<file path="config.mk">
export PLATFORM = sky130hd
export DESIGN_NAME = sbcq_chain
export DESIGN_NICKNAME = d
export VERILOG_FILES = /design/src/hdl/sbcq_pkg.sv /design/src/hdl/sbcq_cell.sv /design/src/hdl/sbcq_chain.sv
export SDC_FILE = /design/constraint.sdc
export NUM_CORES = 1
export LEC_CHECK = 0
export ABC_CLOCK_PERIOD_IN_PS = 1600
export BUFFER_PORTS_ARGS = -buffer_cell sky130_fd_sc_hd__buf_4
export CAP_MARGIN = 0
export CELL_PAD_IN_SITES_DETAIL_PLACEMENT = 1
export CELL_PAD_IN_SITES_GLOBAL_PLACEMENT = 1
export CORE_ASPECT_RATIO = 0.75
export CORE_MARGIN = 2
export CORE_UTILIZATION = 40
export DETAILED_ROUTE_END_ITERATION = 8
export PLACE_DENSITY_LB_ADDON = 0.1
export SLEW_MARGIN = 5
export SYNTH_ARGS = -nofsm -noshare
export SYNTH_HDL_FRONTEND = slang
export SYNTH_SLANG_ARGS = --single-unit
</file>
<file path="constraint.sdc">
create_clock -name clk -period 1.6 [get_ports clk]
set_input_delay 0.32 -clock clk [delete_from_list [all_inputs] [get_ports clk]]
set_output_delay 0.32 -clock clk [all_outputs]
set_load 0.05 [all_outputs]
</file>
<file path="src/hdl/sbcq_pkg.sv">
`timescale 1ns / 1ps
// sbcq_pkg: shared types, codes and decode function for the serial bus command queue.
// No dependencies; every other file imports it.
package sbcq_pkg;

  localparam int TX_DEPTH_DEF = 16;
  localparam int RX_DEPTH_DEF = 16;

  localparam int CMD_W   = 4;
  localparam int BYTE_W  = 8;
  localparam int ENTRY_W = CMD_W + BYTE_W;
  localparam int ACT_W   = 3;
  localparam int FUNC_W  = 2;
  localparam int FLAG_W  = 3;
  localparam int MODE_W  = 2;
  localparam int LVL_W   = 5;
  localparam int CFG_IDX_W  = 1;
  localparam int CFG_DATA_W = MODE_W;

  localparam logic [LVL_W-1:0] LVL_MAX = 5'd31;

  localparam logic [FUNC_W-1:0] FUNC_SUBMIT = 2'd0;
  localparam logic [FUNC_W-1:0] FUNC_EVENT  = 2'd1;
  localparam logic [FUNC_W-1:0] FUNC_POP    = 2'd2;

  localparam logic [CMD_W-1:0] CMD_I2C_READ = 4'd1;
  localparam logic [CMD_W-1:0] CMD_ACK      = 4'd2;
  localparam logic [CMD_W-1:0] CMD_NACK     = 4'd3;
  localparam logic [CMD_W-1:0] CMD_START    = 4'd5;
  localparam logic [CMD_W-1:0] CMD_STOP     = 4'd6;
  localparam logic [CMD_W-1:0] CMD_RESTART  = 4'd7;
  localparam logic [CMD_W-1:0] CMD_SPI_READ = 4'd8;

  localparam logic [ACT_W-1:0] ACT_START   = 3'd0;
  localparam logic [ACT_W-1:0] ACT_STOP    = 3'd1;
  localparam logic [ACT_W-1:0] ACT_RECV    = 3'd2;
  localparam logic [ACT_W-1:0] ACT_ACK     = 3'd3;
  localparam logic [ACT_W-1:0] ACT_NACK    = 3'd4;
  localparam logic [ACT_W-1:0] ACT_RESTART = 3'd5;
  localparam logic [ACT_W-1:0] ACT_LOAD    = 3'd6;

  localparam logic [MODE_W-1:0] MODE_SPI_MASTER = 2'd0;
  localparam logic [MODE_W-1:0] MODE_SPI_SLAVE  = 2'd1;
  localparam logic [MODE_W-1:0] MODE_I2C_MASTER = 2'd2;
  localparam logic [MODE_W-1:0] MODE_I2C_SLAVE  = 2'd3;

  localparam logic [CFG_IDX_W-1:0] REG_PORT_MODE     = 1'd0;
  localparam logic [CFG_IDX_W-1:0] REG_NOTIFY_ENABLE = 1'd1;

  // push/pop strobes for one chain of cells
  typedef struct packed {
    logic push;
    logic pop;
  } chain_ctl_t;

  function automatic logic [ACT_W-1:0] issue_decode(input logic [CMD_W-1:0] cmd);
    logic [ACT_W-1:0] act;
    case (cmd)
      CMD_START:    act = ACT_START;
      CMD_STOP:     act = ACT_STOP;
      CMD_I2C_READ: act = ACT_RECV;
      CMD_ACK:      act = ACT_ACK;
      CMD_NACK:     act = ACT_NACK;
      CMD_RESTART:  act = ACT_RESTART;
      default:      act = ACT_LOAD;
    endcase
    return act;
  endfunction

endpackage

</file>
<file path="src/hdl/sbcq_cell.sv">
`timescale 1ns / 1ps
// sbcq_cell: one FIFO entry of a shifting chain; loads from its upper neighbor on pop
// or from the push word when it is the next free slot. Uses sbcq_pkg.
module sbcq_cell
  import sbcq_pkg::*;
#(
  parameter int W = ENTRY_W
) (
  input  logic         clk,
  input  logic         shift_en,
  input  logic [W-1:0] shift_in,
  input  logic         load_en,
  input  logic [W-1:0] load_in,
  output logic [W-1:0] data_out
);

  logic [W-1:0] data_r;
  logic [W-1:0] data_nxt;

  always_comb begin
    data_nxt = data_r;
    if (shift_en) begin
      data_nxt = shift_in;
    end else if (load_en) begin
      data_nxt = load_in;
    end
  end

  always_ff @(posedge clk) begin
    data_r <= data_nxt;
  end

  assign data_out = data_r;

endmodule

</file>
<file path="src/hdl/sbcq_chain.sv">
`timescale 1ns / 1ps
// sbcq_chain: FIFO built as a row of sbcq_cell; head sits in cell 0, all cells shift down
// on pop, a push writes the cell at the fill level. Uses sbcq_pkg, sbcq_cell.
module sbcq_chain
  import sbcq_pkg::*;
#(
  parameter int DEPTH = TX_DEPTH_DEF,
  parameter int W     = ENTRY_W,
  localparam int CW   = $clog2(DEPTH + 1)
) (
  input  logic          clk,
  input  logic          rst_n,
  input  chain_ctl_t    ctl,
  input  logic [W-1:0]  push_data,
  output logic [W-1:0]  head_data,
  output logic [CW-1:0] level,
  output logic          full
);

  logic [CW-1:0] level_r;
  logic [CW-1:0] level_nxt;
  logic [W-1:0]  cell_q [DEPTH];

  // push and pop never arrive together on one chain
  always_comb begin
    level_nxt = level_r;
    if (ctl.push) begin
      level_nxt = level_r + CW'(1);
    end else if (ctl.pop) begin
      level_nxt = level_r - CW'(1);
    end
  end

  always_ff @(posedge clk) begin
    if (!rst_n) begin
      level_r <= '0;
    end else begin
      level_r <= level_nxt;
    end
  end

  for (genvar i = 0; i < DEPTH; i++) begin : g_cell
    logic [W-1:0] upper;
    if (i == DEPTH - 1) begin : g_last
      assign upper = cell_q[i];
    end else begin : g_mid
      assign upper = cell_q[i+1];
    end
    sbcq_cell #(.W(W)) u_cell (
      .clk      (clk),
      .shift_en (ctl.pop),
      .shift_in (upper),
      .load_en  (ctl.push && (level_r == CW'(i))),
      .load_in  (push_data),
      .data_out (cell_q[i])
    );
  end

  assign head_data = cell_q[0];
  assign level     = level_r;
  assign full      = (level_r == CW'(DEPTH));

endmodule

</file>
==> Word level (Yosys, flattened, before mapping) <==
Index checks and enable logic that the tools add are counted.
{ "word_totals": {"register_bits": 197, "out_inout_bits": 18, "inputBits": 16} }
{ "op_classes": {"eq_ne": 16, "n_bitwise": 1, "addsub": 2, "n_reduce_logical": 34, "muxes": 32} }
{ "op_table": {"columns": ["operator", "n"], "rows": [
  ["2-to-1 mux 12 bit", 30],
  ["equality test 5 x 4 -> 1 bit, second input constant", 8],
  ["nonzero test 2 bit", 16],
  ["equality test 5 x 3 -> 1 bit, second input constant", 4],
  ["logical AND 1 bit", 16],
  ["equality test 5 x 2 -> 1 bit, second input constant", 2],
  ["2-to-1 mux 5 bit", 2],
  ["adder 5 x 1 -> 5 bit, second input constant", 1],
  ["equality test 5 x 1 -> 1 bit, second input constant", 1],
  ["equality test 5 bit, second input constant", 1],
  ["zero test 5 bit", 1],
  ["subtractor 5 x 1 -> 5 bit, second input constant", 1],
  ["AND reduction 2 bit", 1],
  ["inverter 1 bit", 1]
]} }

==> Logic depth before layout (Yosys ltp) <==
{ "depth": {"word_depth": 4, "mapped_depth": 5, "mapped_depth_nobuf": 5} }

==> Hierarchy <==
Synthesis repeated with hierarchy kept, for this count alone.
{ "hier_totals": {"cells_unflattened": 480, "area_unflattened_um2": 9245.1} }
{ "by_module_without_submodules": {"columns": ["mod", "seq_area_each_um2", "instances", "cells_each", "area_each_um2"], "rows": [
  ["sbcq_cell", 360.3, 16, 26, 546.8],
  ["sbcq_chain", 100.1, 1, 64, 496.7]
]} }

==> Least setup slack after synthesis <==
Ideal clock, no wire load.
{ "synth_timing": {"kind": "register to output", "from": "register level_r[0], in the netlist level[0]", "to": "output full", "slack_ps": -1311, "path_buffers": 0, "required_ps": 1280, "stages_incl_launch_ff": 4, "arrival_time_ps": 2591, "cell_sequence": "dfxtp_1 inv_1 ha_1 nor4b_1"} }
{ "synth_between": {"elab_chain_cells": 1} }
{ "synth_rtl": {"columns": ["element", "line", "rtl"], "rows": [
  ["start: declaration", "sbcq_chain.sv:20", "logic [CW-1:0] level_r;"],
  ["start signal: assignment", "sbcq_chain.sv:38", "level_r <= level_nxt;"],
  ["equality test 5 bit", "sbcq_chain.sv:61", "assign full = (level_r == CW'(DEPTH));"],
  ["end: declaration", "sbcq_chain.sv:17", "output logic full"]
]} }
Every way passes these cells.

==> Worst setup path after layout <==
Same ends and word-level chain as after synthesis.

==> out/metrics.cfg <==
[status]
status=complete, but fails checks
failed_checks=negative setup slack

[placement]
hpwl_um=10540
place_congestion=0.7402
port_buffers=33

[global_route]
grt_pass1_vias=5019
grt_usage_pct=17.06
grt_pass1_wl_um=27540
grt_max_degree=75
grt.overflow.total=0
grt_antenna_before_repair=0

[synthesis]
synth_top_area_share_pct=72.62
synth_seq_cells=197
synth_cell_type_count=28
yosysSeqAreaShare_pct=73.88
synth_nets=683
async_reset_ff_share_pct=0
synth_top_area_cell=edfxtp_1
syn_inst=661
synth_edf_count=192
syn_area_um2=7939
synth_flop_cell=edfxtp_1
netlist_top_cells_count=nand2_1, edfxtp_1, buf_4
avgSynthCellArea_um2=12.01
yosys-top-cells-area=edfxtp_1, nand2_1, buf_4, a21o_1, dfxtp_1
yosys_warnings=0
synth.most_common_cell=nand2_1

[timing]
worstMarginPinSlew_ns=0.4502
drv_slew=0
rsz0062_at_grt=yes
setup_viol=37
finalCritPeriodShare_pct=106.4
finClkSkew_ns=0.01126
setup_ws_ns=-0.1023
final-hold-violation-count=0
min_period_ns=1.702
hold_slack_ns=0.06493
fmax_ghz=0.5874
slew_headroom_pct=69.98

[critical_path]
cp.required_ns=1.28
worstSetupEndpointType=output port
r2r_slack_ns=-0.07
critical_path_class=reg -> out
worstPathArrival_ns=1.38
crit_fanout=3
reg2reg_depth=3
critPathLaunchType=flop

[power_and_ir_drop]
power_mw=11.79
power_frac_comb_pct=10.5
peakVddDrop_mv=0.5794
power.share.clock_pct=36.4
cellPowerDensity_nw_per_um2=1257
cellLeakagePower_nw=4.089
switching_share_pct=24.66
p_switching_mw=2.908
p_seq_share_pct=53.2
p_int_mw=8.885

[min_path]
hold_depth=1
hold_path.class=in -> reg

[drt]
first_iter_violations=364
viasPerCell=4.955
drt.antenna.violating_nets=0
first_pass_iters=6
vias=4836
wl_um=17090
wl_per_cell_um=17.51
drc=0

[clock_network]
cts_hold_buf=0
clock_latency_ns=0.45
cts_made_buffers=17
clk_path_buf_depth=2
cts_tree=done
cts.sinks=197
cts_root_buf=clkbuf_16
htree_levels=4
clkTransAtPathRegs_ns=0.07

[final_layout]
diodes=0
fin_nets=732
final_layout_size_suffix_gt1_share_pct=17.43
area_delta_synth_final_pct=18.20
fillCellCount=2008

[die]
io_pins=34
start_util_pct=40.97
dieArea_um2=21000
die_height_um=126.0
coreArea_um2=19380
die_width_um=166.7
rows=44

[job]
maxCapViolCount=0

[final timing paths]
kind	end	start
max	full	level[0]
min	g_cell[15].u_cell.data_out[9]	push_data[9]
max reg2reg	g_cell[11].u_cell.data_out[4]	level[3]
min reg2reg	g_cell[3].u_cell.data_out[0]	g_cell[4].u_cell.data_out[0]
[per-layer routing]
layer / GRT usage [%] / up-vias / share of wire (%)
met5: 0 / - / 0
met4: 5.933 / 0 / 1.3
met3: 4.305 / 15 / 3.2
met2: 26.20 / 61 / 47
met1: 23.82 / 2462 / 49
li1: - / 2298 / -
[cell type report]
cell class | count | area (um^2) | share of cell area (%)
flip-flops and latches | 197 | 5877 | 62.63
multi-input cells | 424 | 1927 | 20.53
repair buffers | 65 | 661.9 | 7.053
clock buffers | 17 | 425.4 | 4.533
well taps | 253 | 316.6 | 3.373
clock inverters | 15 | 152.6 | 1.627
inverters | 5 | 23.77 | 0.2533
[power groups by stage]
stage	combinational (mW)	sequential [mW]	clock (mW)
floorplan	0.586	6.52	0
global placement	1.13	6.37	0
detailed placement	1.17	6.38	0
CTS	1.21	6.27	4.40
global route	1.36	6.31	4.58
finish	1.23	6.27	4.29
[critical path, stage by stage (launching register included)]
cell     delay (ns)
dfxtp_4        0.36
inv_4          0.06
ha_4           0.13
nor4b_4        0.19
buf_6          0.19
[timing repair]
action                                  in CTS  in global routing
endpoints found under the setup margin      13                 95
gates resized for setup                      7                  9
pin swaps                                    2                  1
buffers inserted                             5                  2
cloned                                       0                  1
[kinds of logic (layout without fill, tap and decap cells)]
kind of cell	after synthesis	in the layout	synth area share, %
AND/OR/NAND/NOR	395	396	19.89
flip-flops	197	197	73.89
buffers and inverters	41	102	3.152
AO/OA/AOI/OAI	19	19	1.781
adder cells (fa/ha/maj)	6	6	0.9456
XOR/XNOR	2	2	0.2207
multiplexers	1	1	0.1261
[layout by cell type, fill, tap and decap left out, types with 2 or more instances in the layout]
cell type,instances
nand2_1,364
edfxtp_1,192
buf_4,49
clkbuf_16,17
nand2b_1,14
buf_12,13
a21o_2,8
a21o_4,7
ha_1,5
nor3_2,3
nor2_1,3
clkinv_2,3
clkinv_4,3
buf_6,3
dfxtp_2,3
inv_4,2
inv_1,2
a21oi_1,2
nor3b_1,2
xnor2_1,2
clkinvlp_4,2
bufinv_16,2
inv_6,2
clkinv_1,2
dfxtp_4,2
[state kept, by name, summed over array words and instances (netlist names)]
name	cells
g_cell.u_cell.data_out	192
level	5
[through the flow]
step	setup slack [ns]	area (um^2)	TNS (ns)	instances	utilization (%)
2_1_floorplan	-0.05575	7988	-0.05575	661	-
3_3_place_gp	0.005329	8675	0	936	44.76
3_5_place_dp	-0.02572	8675	-0.2854	936	44.76
4_1_cts	-0.1368	9311	-0.1368	973	48.05
5_1_grt	-0.1641	9384	-5.056	976	48.42
6_report	-0.1023	9384	-1.758	976	48.42
Power figures use the tool's default switching activity.
